**config.mk**
```make
export PLATFORM = sky130hd
export DESIGN_NAME = checksummed_frame_receiver_flat
export DESIGN_NICKNAME = d
export VERILOG_FILES = /design/src/rtl/crf_pkg.sv /design/src/rtl/crf_if.sv /design/src/rtl/crf_inreg.sv /design/src/rtl/crf_parse.sv /design/src/rtl/crf_outreg.sv /design/src/rtl/checksummed_frame_receiver.sv /design/src/flat_wrapper.sv
export SDC_FILE = /design/constraint.sdc
export NUM_CORES = 1
export LEC_CHECK = 0
export BUFFER_PORTS_ARGS = -buffer_cell sky130_fd_sc_hd__buf_2
export CELL_PAD_IN_SITES_DETAIL_PLACEMENT = 0
export CELL_PAD_IN_SITES_GLOBAL_PLACEMENT = 1
export CORE_MARGIN = 2
export CORE_UTILIZATION = 46
export CTS_CLUSTER_DIAMETER = 60
export DETAILED_ROUTE_END_ITERATION = 10
export PLACE_DENSITY_LB_ADDON = 0.3
export SLEW_MARGIN = 20
export SYNTH_ARGS = -nofsm -noshare
export SYNTH_HDL_FRONTEND = slang
export SYNTH_HIERARCHICAL = 1
export SYNTH_SLANG_ARGS = --single-unit
```
**constraint.sdc**
```tcl
create_clock -name clk -period 6.06 [get_ports clk]
set_clock_uncertainty 0.15 [all_clocks]
set_input_delay 0.303 -clock clk [delete_from_list [all_inputs] [get_ports clk]]
set_output_delay 0.303 -clock clk [all_outputs]
set_load 0.005 [all_outputs]
```
**src/rtl/crf_pkg.sv**
```systemverilog
// Shared constants and the frame result type for the checksummed frame receiver.
package crf_pkg;

  localparam int unsigned BYTE_W          = 8;
  localparam int unsigned LEN_W           = 4;
  localparam int unsigned PAYLOAD_LANES   = 8;
  localparam int unsigned PAYLOAD_W       = PAYLOAD_LANES * BYTE_W;
  localparam int unsigned MAX_PAYLOAD_DEF = 8;

  localparam logic [BYTE_W-1:0] HEADER_BYTE = 8'hAA;

  typedef struct packed {
    logic                 buffer_slot;
    logic [BYTE_W-1:0]    direction;
    logic [BYTE_W-1:0]    msg_ref;
    logic [BYTE_W-1:0]    opcode;
    logic [LEN_W-1:0]     payload_len;
    logic [PAYLOAD_W-1:0] payload;
  } frame_t;

endpackage

```
**src/rtl/crf_if.sv**
```systemverilog
// Valid/ready channel interfaces: received bytes in, checked frames out.
interface crf_byte_if;
  logic                      valid;
  logic                      ready;
  logic [crf_pkg::BYTE_W-1:0] rx_byte;

  modport source (output valid, output rx_byte, input ready);
  modport sink   (input valid, input rx_byte, output ready);
endinterface

interface crf_frame_if;
  logic                          valid;
  logic                          ready;
  logic                          buffer_slot;
  logic [crf_pkg::BYTE_W-1:0]    direction;
  logic [crf_pkg::BYTE_W-1:0]    msg_ref;
  logic [crf_pkg::BYTE_W-1:0]    opcode;
  logic [crf_pkg::LEN_W-1:0]     payload_len;
  logic [crf_pkg::PAYLOAD_W-1:0] payload;

  modport source (output valid, output buffer_slot, output direction, output msg_ref,
                  output opcode, output payload_len, output payload, input ready);
  modport sink   (input valid, input buffer_slot, input direction, input msg_ref,
                  input opcode, input payload_len, input payload, output ready);
endinterface

```
**src/rtl/crf_inreg.sv**
```systemverilog
// Input register stage: holds one received byte until the parser takes it.
module crf_inreg (
  input  logic                       clk,
  input  logic                       rst,
  crf_byte_if.sink                   rx,
  input  logic                       take,
  output logic                       vld,
  output logic [crf_pkg::BYTE_W-1:0] data
);

  assign rx.ready = !vld || take;

  always_ff @(posedge clk) begin
    if (rst) begin
      vld <= 1'b0;
    end else if (rx.ready) begin
      vld <= rx.valid;
    end
  end

  always_ff @(posedge clk) begin
    if (rx.ready && rx.valid) begin
      data <= rx.rx_byte;
    end
  end

endmodule

```
**src/rtl/crf_parse.sv**
```systemverilog
// Frame parser: phase sequencer, running sum, payload store and result build.
module crf_parse #(
  parameter int unsigned MAX_PAYLOAD = crf_pkg::MAX_PAYLOAD_DEF
) (
  input  logic                       clk,
  input  logic                       rst,
  input  logic                       take,
  input  logic [crf_pkg::BYTE_W-1:0] rx_byte,
  output logic                       res_vld,
  output crf_pkg::frame_t            res
);

  localparam int unsigned IDX_W = (MAX_PAYLOAD > 1) ? $clog2(MAX_PAYLOAD) : 1;
  localparam logic [crf_pkg::BYTE_W-1:0] MAX_LEN = crf_pkg::BYTE_W'(MAX_PAYLOAD);

  typedef enum logic [2:0] {
    PH_HUNT = 3'd0,
    PH_DIR  = 3'd1,
    PH_REF  = 3'd2,
    PH_CMD  = 3'd3,
    PH_LEN  = 3'd4,
    PH_DATA = 3'd5,
    PH_SUM  = 3'd6
  } phase_t;

  phase_t                     phase;
  logic [crf_pkg::BYTE_W-1:0] dir_reg;
  logic [crf_pkg::BYTE_W-1:0] ref_reg;
  logic [crf_pkg::BYTE_W-1:0] op_reg;
  logic [crf_pkg::LEN_W-1:0]  len_reg;
  logic [crf_pkg::LEN_W-1:0]  byte_index;
  logic [crf_pkg::BYTE_W-1:0] running_sum;
  logic                       slot_toggle;
  logic [crf_pkg::BYTE_W-1:0] store [MAX_PAYLOAD];

  logic [crf_pkg::LEN_W-1:0]  index_next;
  logic [crf_pkg::BYTE_W-1:0] sum_next;
  logic [crf_pkg::PAYLOAD_W-1:0] packed_payload;

  assign index_next = byte_index + crf_pkg::LEN_W'(1);
  assign sum_next   = running_sum + rx_byte;

  always_ff @(posedge clk) begin
    if (rst) begin
      phase       <= PH_HUNT;
      dir_reg     <= '0;
      ref_reg     <= '0;
      op_reg      <= '0;
      len_reg     <= '0;
      byte_index  <= '0;
      running_sum <= '0;
      slot_toggle <= 1'b0;
    end else if (take) begin
      case (phase)
        PH_DIR: begin
          dir_reg     <= rx_byte;
          running_sum <= sum_next;
          phase       <= PH_REF;
        end
        PH_REF: begin
          ref_reg     <= rx_byte;
          running_sum <= sum_next;
          phase       <= PH_CMD;
        end
        PH_CMD: begin
          op_reg      <= rx_byte;
          running_sum <= sum_next;
          phase       <= PH_LEN;
        end
        PH_LEN: begin
          if (rx_byte > MAX_LEN) begin
            // oversize length: drop the frame, byte is not a header candidate
            phase <= PH_HUNT;
          end else begin
            len_reg     <= rx_byte[crf_pkg::LEN_W-1:0];
            byte_index  <= '0;
            running_sum <= sum_next;
            phase       <= (rx_byte == '0) ? PH_SUM : PH_DATA;
          end
        end
        PH_DATA: begin
          running_sum <= sum_next;
          byte_index  <= index_next;
          if (index_next >= len_reg) begin
            phase <= PH_SUM;
          end
        end
        PH_SUM: begin
          if (res_vld) begin
            slot_toggle <= !slot_toggle;
          end
          phase <= PH_HUNT;
        end
        default: begin
          phase <= PH_HUNT;
          if (rx_byte == crf_pkg::HEADER_BYTE) begin
            running_sum <= rx_byte;
            phase       <= PH_DIR;
          end
        end
      endcase
    end
  end

  // payload bytes; only lanes below the frame length are ever read
  always_ff @(posedge clk) begin
    if (take && phase == PH_DATA) begin
      store[byte_index[IDX_W-1:0]] <= rx_byte;
    end
  end

  for (genvar k = 0; k < crf_pkg::PAYLOAD_LANES; k++) begin : g_lane
    if (k < MAX_PAYLOAD) begin : g_used
      assign packed_payload[k*crf_pkg::BYTE_W +: crf_pkg::BYTE_W] =
        (crf_pkg::LEN_W'(k) < len_reg) ? store[k] : '0;
    end else begin : g_unused
      assign packed_payload[k*crf_pkg::BYTE_W +: crf_pkg::BYTE_W] = '0;
    end
  end

  assign res_vld = (phase == PH_SUM) && (running_sum == rx_byte);

  always_comb begin
    res.buffer_slot = slot_toggle;
    res.direction   = dir_reg;
    res.msg_ref     = ref_reg;
    res.opcode      = op_reg;
    res.payload_len = len_reg;
    res.payload     = packed_payload;
  end

endmodule

```
**src/rtl/crf_outreg.sv**
```systemverilog
// Result register: holds a checked frame until the downstream side takes it.
module crf_outreg (
  input  logic            clk,
  input  logic            rst,
  input  logic            load,
  input  logic            res_vld,
  input  crf_pkg::frame_t res,
  output logic            free,
  crf_frame_if.source     frame
);

  logic            vld;
  crf_pkg::frame_t data;

  assign free = !vld || frame.ready;

  always_ff @(posedge clk) begin
    if (rst) begin
      vld <= 1'b0;
    end else if (load) begin
      vld <= res_vld;
    end else if (frame.ready) begin
      vld <= 1'b0;
    end
  end

  always_ff @(posedge clk) begin
    if (load && res_vld) begin
      data <= res;
    end
  end

  assign frame.valid       = vld;
  assign frame.buffer_slot = data.buffer_slot;
  assign frame.direction   = data.direction;
  assign frame.msg_ref     = data.msg_ref;
  assign frame.opcode      = data.opcode;
  assign frame.payload_len = data.payload_len;
  assign frame.payload     = data.payload;

endmodule

```
**src/rtl/checksummed_frame_receiver.sv**
```systemverilog
// Top level of the checksummed frame receiver: byte in, checked frame out.
//
//  port   | direction | carries per transfer
//  -------+-----------+-----------------------------------------------------
//  rx     | in        | rx_byte: one byte from the serial line
//  frame  | out       | buffer_slot, direction, msg_ref, opcode,
//         |           | payload_len, payload of one frame with a good checksum
//
//  One byte per cycle sustained while the result side does not stall. A byte is
//  registered at transfer, handled by the parser when it can advance, and a frame it
//  completes is held in the result register, from which it appears on frame.
//  rst is synchronous, active high; it returns the parser to the header hunt
//  and clears the ping-pong slot to zero.
//  A held result stalls the parser only while frame.ready is low; rx keeps
//  taking bytes into its register while the parser can advance.
module checksummed_frame_receiver #(
  parameter int unsigned MAX_PAYLOAD = crf_pkg::MAX_PAYLOAD_DEF
) (
  input  logic        clk,
  input  logic        rst,
  crf_byte_if.sink    rx,
  crf_frame_if.source frame
);

  logic                       in_vld;
  logic [crf_pkg::BYTE_W-1:0] in_byte;
  logic                       out_free;
  logic                       take;
  logic                       res_vld;
  crf_pkg::frame_t            res;

  // parser advances when a byte is staged and the result register can load
  assign take = in_vld && out_free;

  crf_inreg u_inreg (
    .clk  (clk),
    .rst  (rst),
    .rx   (rx),
    .take (take),
    .vld  (in_vld),
    .data (in_byte)
  );

  crf_parse #(
    .MAX_PAYLOAD (MAX_PAYLOAD)
  ) u_parse (
    .clk     (clk),
    .rst     (rst),
    .take    (take),
    .rx_byte (in_byte),
    .res_vld (res_vld),
    .res     (res)
  );

  crf_outreg u_outreg (
    .clk     (clk),
    .rst     (rst),
    .load    (take),
    .res_vld (res_vld),
    .res     (res),
    .free    (out_free),
    .frame   (frame)
  );

endmodule

```
**src/flat_wrapper.sv**
```systemverilog
// flat-port wrapper written by rule: the top's interface ports become plain ports
module checksummed_frame_receiver_flat 
#(
  parameter int unsigned MAX_PAYLOAD = crf_pkg::MAX_PAYLOAD_DEF
)
  (clk, rst, rx_valid, rx_rx_byte, rx_ready, frame_valid, frame_buffer_slot, frame_direction, frame_msg_ref, frame_opcode, frame_payload_len, frame_payload, frame_ready);
  crf_byte_if rx_i ();
  crf_frame_if frame_i ();
  input  logic clk;
  input  logic rst;
  input wire logic [$bits(rx_i.valid)-1:0] rx_valid;
  input wire logic [$bits(rx_i.rx_byte)-1:0] rx_rx_byte;
  output wire logic [$bits(rx_i.ready)-1:0] rx_ready;
  output wire logic [$bits(frame_i.valid)-1:0] frame_valid;
  output wire logic [$bits(frame_i.buffer_slot)-1:0] frame_buffer_slot;
  output wire logic [$bits(frame_i.direction)-1:0] frame_direction;
  output wire logic [$bits(frame_i.msg_ref)-1:0] frame_msg_ref;
  output wire logic [$bits(frame_i.opcode)-1:0] frame_opcode;
  output wire logic [$bits(frame_i.payload_len)-1:0] frame_payload_len;
  output wire logic [$bits(frame_i.payload)-1:0] frame_payload;
  input wire logic [$bits(frame_i.ready)-1:0] frame_ready;
  assign rx_i.valid = rx_valid;
  assign rx_i.rx_byte = rx_rx_byte;
  assign rx_ready = rx_i.ready;
  assign frame_valid = frame_i.valid;
  assign frame_buffer_slot = frame_i.buffer_slot;
  assign frame_direction = frame_i.direction;
  assign frame_msg_ref = frame_i.msg_ref;
  assign frame_opcode = frame_i.opcode;
  assign frame_payload_len = frame_i.payload_len;
  assign frame_payload = frame_i.payload;
  assign frame_i.ready = frame_ready;
  checksummed_frame_receiver #(.MAX_PAYLOAD(MAX_PAYLOAD)) u_core (.clk(clk), .rst(rst), .rx(rx_i), .frame(frame_i));
endmodule
```
# --- Word-level counts from Yosys, hierarchy flattened ---
# Memories as Yosys holds them, arrays and structs flattened. A register that Yosys moved wholly into a read port is not among the register bits.
# Index checks and enable logic that the tools add are counted.
totals:
  register_bits: 83
  mem_bits_rw: 64
  input_bits: 12
  elab_cells: 86
  memories: 1
op_classes:
  add_sub_neg: 2
  order_cmp: 10
  n_eq_ne: 10
  mux: 14
  bitwise_logic: 2
  n_reduce_logical: 31
mem_list:
  columns: ["name", "words", "width", "read_ports", "rd_clocked_by_memory_dff", "wr", "line", "source"]
  rows:
  - ["u_core.u_parse.store", 8, 8, 8, 8, 1, "crf_parse.sv:34", "logic [crf_pkg::BYTE_W-1:0] store [MAX_PAYLOAD];"]
ops:
  columns: ["op", "n"]
  rows:
  - ["case mux 8 bit (3 select lines)", 1]
  - ["case mux 3 bit (6 select lines)", 1]
  - ["< comparator 3 x 4 -> 1 bit, first input constant", 4]
  - ["2-to-1 mux 8 bit", 2]
  - ["logical NOT 1 bit", 11]
  - ["equality test 3 bit, second input constant", 3]
  - ["AND reduction 3 bit", 3]
  - ["adder 8 bit", 1]
  - ["equality test 8 bit", 1]
  - ["equality test 8 bit, second input constant", 1]
  - ["greater-than comparator 8 x 4 -> 1 bit, second input constant", 1]
  - ["logical NOT 8 bit", 1]
  - ["< comparator 1 x 4 -> 1 bit, first input constant", 2]
  - ["< comparator 2 x 4 -> 1 bit, first input constant", 2]
  - ["case mux 4 bit (2 select lines)", 1]
  - ["AND reduction 2 bit", 4]
  - ["equality test 3 x 2 -> 1 bit, second input constant", 2]
  - ["2-to-1 mux 3 bit", 2]
  - ["logical AND 1 bit", 5]
  - ["2-to-1 mux 1 bit", 5]
  - ["adder 4 x 1 -> 4 bit, second input constant", 1]
  - ["greater-or-equal comparator 4 bit", 1]
  - ["2-to-1 mux 4 bit", 1]
  - ["!= test 2 bit, second input constant", 2]
  - ["8 further kinds", 11]

# --- Longest topological paths before layout ---
# Gate-level depths: netlist of run 1.
logic_depth:
  word_depth: 6
  ltp_mapped: 9
  depth_no_buf: 9

# --- Modules after synthesis ---
# The synthesis of run 1 kept the hierarchy.
modules_own_cells:
  columns: ["mod", "n_inst", "cells_per_inst", "area_each_um2", "seq_area_each_um2"]
  rows:
  - ["crf_parse", 1, 436, 4820.9, 2802.7]
  - ["crf_outreg", 1, 98, 2852.7, 2812.7]
  - ["crf_inreg", 1, 13, 295.3, 260.2]
  - ["checksummed_frame_receiver", 1, 1, 6.3, 0.0]

# --- Worst setup path after synthesis of run 1 ---
# No wires, ideal clock.
synth_path:
  path_kind: "reg2reg"
  startpoint: "register u_core/u_inreg/data[2] in the netlist's numbering"
  endpoint: "register u_core.u_outreg.data, in the netlist u_core/u_outreg/frame.buffer_slot (enable)"
  setup_ns: 0.462
  arrival_ns: 3.959
  slack_ns: 1.489
  stages_incl_launch_ff: 5
  cell_sequence: "edfxtp_1 -> ha_1 -> or4_4 -> nor4_2 -> and2_1"
synth_between:
  elab_chain_len: 3
synth_rtl:
  columns: ["element", "line", "source"]
  rows:
  - ["from (decl)", "crf_inreg.sv:8", "output logic [crf_pkg::BYTE_W-1:0] data"]
  - ["from (signal assigned)", "crf_inreg.sv:23", "data <= rx.rx_byte;"]
  - ["equality test 8 bit", "crf_parse.sv:121", "assign res_vld = (phase == PH_SUM) && (running_sum == rx_byte);"]
  - ["logical AND 1 bit", "crf_parse.sv:121", null]
  - ["net u_core.res_vld", "checksummed_frame_receiver.sv:29", "logic res_vld;"]
  - ["logical AND 1 bit", "crf_outreg.sv:28", "if (load && res_vld) begin"]
  - ["to (signal assigned)", "crf_outreg.sv:29", "data <= res;"]
  - ["to (decl)", "crf_outreg.sv:13", "crf_pkg::frame_t data;"]
# The timed path passes the listed nets, and every way through them passes these cells.
# A chain may end at the register's enable or synchronous reset.

# --- Final worst setup path of run 1 ---
layout_path:
  startpoint: "register u_core/u_inreg/data[3] in the netlist's numbering"
  endpoint: "register u_core/u_outreg/frame.payload[25] (netlist name)"
layout_between:
  elab_chain_len: 3
layout_rtl:
  columns: ["element", "line"]
  rows:
  - ["equality test 8 bit", "crf_parse.sv:121"]
  - ["logical AND 1 bit", "crf_parse.sv:121"]
  - ["net u_core.res_vld", "checksummed_frame_receiver.sv:29"]
  - ["logical AND 1 bit", "crf_outreg.sv:28"]
# The timed path passes the listed nets, and every way through them passes these cells.

==> results of run 1 <==
## worst max-delay path by stage
stage | from | endpoint | slack, ns | cells after the start
global placement | u_core/u_inreg/data[3] | u_core/u_outreg/frame.payload[25] | 2.31 | 5
finish | u_core/u_inreg/data[3] | u_core/u_outreg/frame.payload[25] | 2.22 | 5
detailed placement | u_core/u_inreg/data[3] | u_core/u_outreg/frame.payload[25] | 2.21 | 5
CTS | u_core/u_inreg/data[3] | u_core/u_outreg/frame.payload[14] | 2.19 | 5
floorplan | u_core/u_inreg/data[2] | u_core/u_outreg/frame.buffer_slot | 1.49 | 4
global route | u_core/u_inreg/data[2] | u_core/u_outreg/frame.payload[25] | 1.91 | 5
## final cells by class
cell class	instances	area [sq um]
clock buffer	31	603.1
clock inverter	6	81.33
fill	1416	7642
inverter	10	37.54
multi-input combinational	307	1949
sequential	211	5876
tap	225	281.5
timing repair buffer	118	645.6
## per-layer routing
layer	track usage, %	vias up	wire length [microns]
met5	0	-	0
met1	21.21	2221	6273
li1	-	2217	-
met3	3.030	29	835
met2	27.69	130	7366
met4	5.613	0	367
## logic make-up after synthesis
| kind of cell | synth area share, % |
|---|---|
| DFF | 73.67 |
| AOI/OAI and AO/OA | 5.695 |
| adders and majority gates | 2.134 |
| muxes | 1.130 |
| xor gates and xnor gates | 0.8786 |
| and+or+nand+nor | 14.53 |
| buffers and inverters | 1.961 |
## worst register-to-register path, cell delays in order, from the launching register on
cell      delay [ns]
edfxtp_1        0.79
ha_1            0.41
or4_4           0.53
nor4_2          0.38
and2_4          0.72
buf_4           0.50
## placed cells by master (no fill, tap or decap), types with 3 or more instances in the layout
master	instances
dlygate4sd3_1	10
o21ai_0	8
nor2_2	3
edfxtp_1	165
or3_1	3
xor2_1	5
clkbuf_16	21
a21o_1	3
inv_1	10
nand3_1	5
nand2_1	60
buf_2	106
dfxtp_1	46
nand2b_1	8
mux2i_1	9
o21a_1	3
xnor2_1	3
ha_1	12
clkbuf_8	4
nor3_1	5
and2_1	18
clkbuf_1	6
nor2_1	29
a31oi_1	3
nand3b_1	3
nor2b_1	52
a21oi_1	33
a211oi_2	3
## per-stage QoR
stage | cell area (sq um) | instances
2_1_floorplan | 7975 | 548
3_3_place_gp | 8686 | 861
3_5_place_dp | 8686 | 861
4_1_cts | 9470 | 908
5_1_grt | 9474 | 908
6_report | 9474 | 908
## power breakdown
group / switching [mW] / internal [mW]
combinational: 0.0239 / 0.0187
clock: 0.485 / 0.772
sequential: 0.0178 / 1.55
total: 0.526 / 2.34
## timing repair
action / CTS / global route
gates resized for setup: 0 / 0
endpoints found under the setup margin: 0 / 0
hold endpoints to repair: 10 / 0
hold buffers: 10 / 0
==> summary.txt, run 1 <==
Status - complete, no violations
Postcts setup bufs - 0
Setup TNS - 0 ns
HPWL after detailed placement - 9525 microns
Critical path's slowest cell - edfxtp_1
Overall power - 2.870 mW
Clk Latency, worst-skew pair - 0.48 ns
CP peak stage delay - 0.79 ns
Util after Layout - 55.35%
CP arrival - 3.83 ns
Layout Nets - 694
Flops & latches, synth - 211
DP Worst Slack - 2.206 ns
Cell Area, Synth - 7975 sq um
Total wire length - 14840 microns
GPL Wtd Cong - 0.7751
Worst-path cell chain - ha_1 -> or4_4 -> nor4_2 -> and2_4 -> buf_4
Starting Density - 46.59%
Initial antenna violation count - 0
Worst path buffer plus inverter count - 1
Post-synthesis sequential area ratio - 73.67%
Ports - 107
Worst Setup Path Type - reg -> reg
RR Startpoint - u_core/u_inreg/data[3]
Ranking of synthesized cells by area - edfxtp_1 (62%), dfxtp_1 (12%), nor2b_1 (4.1%), nand2_1 (2.8%), a21oi_1 (2.1%)
CP startpoint kind - flop
Syn Inst Count - 548
Ys flop type - edfxtp_1
CTS sink cnt - 211
Crit end category - flop
Hold WS - 0.2791 ns
Worst hold-check path type - reg -> reg
Post-synth top area cell - edfxtp_1
Final Hold Fails - 0
Die footprint - 18410 sq um
Max-cap viol count - 0
Final WS setup - 2.216 ns
Routed wire per std cell - 16.35 microns
Final setup fails - 0
# port buffers - 106
Core area - 17120 sq um
Total GRT Usage - 16.33%
Via Count - 4597
Number of cells on the worst reg-to-reg path - 5
Fmax - 0.2601 GHz
Clock Path Buffers - 3
Pwr dens - 302.9 nW/um^2
RSZ-0062 raised after global routing - no
Share of cells above drive strength 1 - 24.01%
Synth Warn # - 6
Total CTS buffers - 21
Leakage - 3.575 nW
Crit path max-delay family - simple AND/OR/NAND/NOR gates
Slew Viols, Final - 0
Critical Path Fanout Max - 62
Number of global-route vias before repair - 4578
Initial DRC Count - 329
Synth unique cells - 57
Die Wd - 135.7 microns
First-pass DRT Iterations - 5
HP Start - u_core/u_parse/op_reg[0]
Die Y - 135.7 microns
Worst-Margin Slew - 1.059 ns
Synthesized Nets - 573
Slew headroom - 28.89%
Hold path depth - 0
CTS tree - done
EDFF count, synth - 165
Worst Hold End - u_core/u_outreg/frame.opcode[0]
Fin crit period - 3.844 ns
Largest net degree at the start of global routing - 63
Vias per std cell - 5.063
Final Cycle Share - 63.43%
WP data required - 6.04 ns
Internal reg-to-reg setup slack - 2.22 ns
Synth top cells by count - edfxtp_1 (165), nand2_1 (60), nor2b_1 (52)
Worst-path clk slew - 0.06 ns
Top cell type's share of synthesized area - 62.13%
Final ANT Viol Nets - 0
Largest vdd supply drop - 0.1625 mV
Area Growth Syn to Fin - 18.80%
First-pass GRT wire length - 23430 microns
Mean area per synthesized cell - 14.55 sq um
CTS H-tree depth - 1
Number of core rows - 48
Worst r2r dst - u_core/u_outreg/frame.payload[25]
Cell with the most instances after synthesis - edfxtp_1
Drc violations - 0
Grt ovf - 0
Async S/R FF share, synth - 0%
Antenna diodes - 0
CTS Root Cell - clkbuf_16
Note: power is estimated with default switching activity, not from simulation.
==> inputs of run 2 (changes only) <==
Settings changed: ABC_AREA set to 1, CORE_UTILIZATION 46 to 41.
Clock period 6.06 ns to 3.3 ns, I/O delays scaled along.
==> run 2 against run 1 <==
  * Combinational power rose to 6.2 times the previous value
  * Largest power group unchanged
  * Register-to-register slack worse by 1.6 ns
  * Hold slack worse by 0.031 ns
  * Critical path type unchanged
  * Final cell count is 21% higher
  * Via count rose by 9.1%
==> summary.txt, run 2 <==
Status - complete, no violations
Grt ovf - 0 (unchanged)
Antenna diodes - 0 (unchanged)
Drc violations - 0 (unchanged)
Worst hold-check path type - in -> reg
Worst-path clk slew - 0.06 ns (about the same)
Clock Path Buffers - 3 (unchanged)
GPL Wtd Cong - 0.8950 (+15%)
Final setup fails - 0 (unchanged)
Largest vdd supply drop - 0.3196 mV (+97%)
Worst Setup Path Type - reg -> reg
Mean area per synthesized cell - 12.00 sq um (-18%)
Synth top cells by count - edfxtp_1 (165), inv_1 (113), nor2_1 (90)
Core area - 19400 sq um (+13%)
Synth unique cells - 32 (-44%)
Met2 GRT Util - 27.37% (-0.33 points)
Initial antenna violation count - 0 (unchanged)
Leakage - 4.171 nW (+17%)
RR Startpoint - u_core/u_inreg/data[3]
Synthesized Nets - 696 (+21%)
Clk Latency, worst-skew pair - 0.49 ns (about the same)
Largest net degree at the start of global routing - 49 (-22%)
# port buffers - 106 (unchanged)
Postcts setup bufs - 0 (unchanged)
Top cell type's share of synthesized area - 61.52% (-0.61 points)
Total wire length - 16060 microns (+8.2%)
GRT met3 Usage - 2.748% (-0.28 points)
Multiplexer share of the synthesized area - 0% (-1.1 points)
CTS sink cnt - 211 (unchanged)
GRT Max-Usage Layer - met2
Post-Synth XOR/XNOR Area - 0.4350% (-0.44 points)
Post-synthesis sequential area ratio - 72.95% (-0.72 points)
Max-cap viol count - 0 (unchanged)
Synth Warn # - 6 (unchanged)
Flops & latches, synth - 211 (unchanged)
CP startpoint kind - flop
CTS H-tree depth - 1 (unchanged)
Commonest non-fill, non-tap cell in the layout - edfxtp_1
CP peak stage delay - 0.47 ns (-0.32 ns)
CP arrival - 2.67 ns (-1.16 ns)
Final Hold Fails - 0 (unchanged)
Final ANT Viol Nets - 0 (unchanged)
Initial DRC Count - 277 (-16%)
Async S/R FF share, synth - 0% (unchanged)
Number of core rows - 51 (+6.3%)
Die footprint - 20780 sq um (+13%)
EDFF count, synth - 165 (unchanged)
Ranking of synthesized cells by area - edfxtp_1 (62%), dfxtp_1 (11%), inv_1 (5.3%), nor2_1 (4.2%), nand2_1 (4.0%)
Fill count - 1733 (+22%)
Total CTS buffers - 22 (+4.8%)
Area Growth Syn to Fin - 22.70%
WP data required - 3.27 ns (-2.77 ns)
Internal reg-to-reg setup slack - 0.60 ns (-1.62 ns)
Vias per std cell - 4.579 (-9.6%)
First-pass DRT Iterations - 5 (unchanged)
Pwr dens - 592.1 nW/um^2 (+95%)
HPWL after detailed placement - 10910 microns (+15%)
Critical path's slowest cell - buf_4
Cell Area, Synth - 8054 sq um (+0.99%)
Final Cycle Share - 81.87% (+18 points)
Met1 Use GR - 20.04% (-1.2 points)
Simple-gate share of the synthesized area - 12.49% (-2.0 points)
Worst-path cell chain - ha_1 -> nor4_1 -> nand4_1 -> nor3_1 -> nand2_1 -> clkinvlp_4 -> buf_4
CTS Root Cell - clkbuf_16
Setup TNS - 0 ns (unchanged)
Adder-cell share of the synthesized area - 2.113% (-0.021 points)
Register Area - 5876 sq um (unchanged)
Via Count - 5014 (+9.1%)
Fmax - 0.3702 GHz (+42%)
Worst r2r dst - u_core/u_outreg/frame.payload[33]
Final WS setup - 0.5985 ns (-1.618 ns)
Largest family of logic cells by synthesized area - simple AND/OR/NAND/NOR gates
Number of global-route vias before repair - 4932 (+7.7%)
Layout Nets - 839 (+21%)
Share of cells above drive strength 1 - 21.45% (-2.6 points)
First-pass GRT wire length - 25360 microns (+8.2%)
Synth Area in Compound Gates - 5.531% (-0.16 points)
Ys flop type - edfxtp_1
Starting Density - 41.52% (-5.1 points)
Total GRT Usage - 15.75% (-0.58 points)
Critical Path Fanout Max - 48 (-23%)
Cell with the most instances after synthesis - edfxtp_1
Worst-Margin Slew - 0.9710 ns (-0.08756 ns)
CTS tree - done
Syn Inst Count - 671 (+22%)
Ports - 107 (unchanged)
Die Y - 144.2 microns (+6.3%)
Routed wire per std cell - 14.67 microns (-10%)
Post-synth top area cell - edfxtp_1
Slew headroom - 35.20% (+6.3 points)
Crit path from - u_core/u_inreg/data[3]
CP endpoint - u_core/u_outreg/frame.payload[33]
Die Wd - 144.2 microns (+6.3%)
DP Worst Slack - 0.6046 ns (-1.601 ns)
RSZ-0062 raised after global routing - no
Fin crit period - 2.702 ns (-1.142 ns)
Slew Viols, Final - 0 (unchanged)
Number of cells on the worst reg-to-reg path - 7 (+2)
Most frequent cells in the layout - edfxtp_1 (165), inv_1 (112), buf_2 (106), nor2_1 (90), nand2_1 (86)
Area of the multi-input gates - 1657 sq um (-15%)
Crit end category - flop
[run 2: changes by cell type in the layout (fill, tap and decap cells not counted), sizes merged, moves of 9 or more]
cell and change:
and2 -20, buf +10, inv +111, mux2i -9, nand2 +32, nand2b -10
nand3 +13, nor2 +64, nor2b -52, o21ai +31
[run 2: report_power, final]
| part | leakage, nW | internal (mW) | switching [mW] |
|---|---|---|---|
| Combinational | 1.88 | 0.0865 | 0.176 |
| Sequential | 1.90 | 2.87 | 0.0216 |
| Clock | 0.397 | 1.76 | 0.936 |
[run 2: worst min-delay path by stage]
stage | from | to | slack, ns | depth (start not counted)
global route | rx_rx_byte[5] | u_core/u_inreg/data[5] | 0.24 | 2
detailed placement | rx_rx_byte[5] | u_core/u_inreg/data[5] | 0.19 | 1
finish | rx_rx_byte[5] | u_core/u_inreg/data[5] | 0.25 | 2
floorplan | rst | u_core/u_inreg/vld | 0.08 | 1
global placement | rx_rx_byte[5] | u_core/u_inreg/data[5] | 0.20 | 1
CTS | rx_rx_byte[0] | u_core/u_inreg/data[0] | 0.23 | 2
[run 2: timing repair]
| item | in CTS | in global routing |
|---|---|---|
| hold buffers | 12 | 0 |
| gates resized for setup | 0 | 0 |
| hold endpoints to repair | 17 | 0 |
| setup endpoints to repair | 0 | 0 |
[run 2: cell type report]
class                   count  share of cell area [%]
clock buffers              27                   6.077
clock inverters            13                   2.127
inverters                 122                   4.723
multi-input cells         327                   16.76
flip-flops and latches    211                   59.46
well taps                 265                   3.355
repair buffers            130                   7.496
[run 2: logic make-up after synthesis]
logic type / after synthesis
AO/OA/AOI/OAI: 85
XOR/XNOR: 4
adder cells (fa/ha/maj): 13
buffers and inverters: 133
flip-flops: 211
AND/OR/NAND/NOR: 225
[run 2: routing by layer]
layer  share of wire [%]  wire length, microns  vias to the layer above
met5                   0                     0                        -
met1                  43                  6943                     2338
met3                 6.2                   988                       21
li1                    -                     -                     2520
met4                 2.0                   318                        0
met2                  49                  7812                      135
[run 2: stage by stage]
stage | cell area, sq um | power [mW] | util (%) | instances | hold WS, ns
2_1_floorplan | 8058 | 3.124 | - | 671 | 0.07744
4_1_cts | 9882 | 5.909 | 50.94 | 1095 | 0.2292
6_report | 9882 | 5.851 | 50.94 | 1095 | 0.2478
3_3_place_gp | 8951 | 3.199 | 46.14 | 1043 | 0.1969
3_5_place_dp | 8951 | 3.204 | 46.14 | 1043 | 0.1942
5_1_grt | 9882 | 6.067 | 50.94 | 1095 | 0.2404
[run 2: worst max-delay path, delay by kind of cell, from the launching register on]
family / cells / cell delay, ns
DFF: 1 / 0.39
buffers and inverters: 2 / 0.59
adders and majority gates: 1 / 0.43
and+or+nand+nor: 4 / 0.71
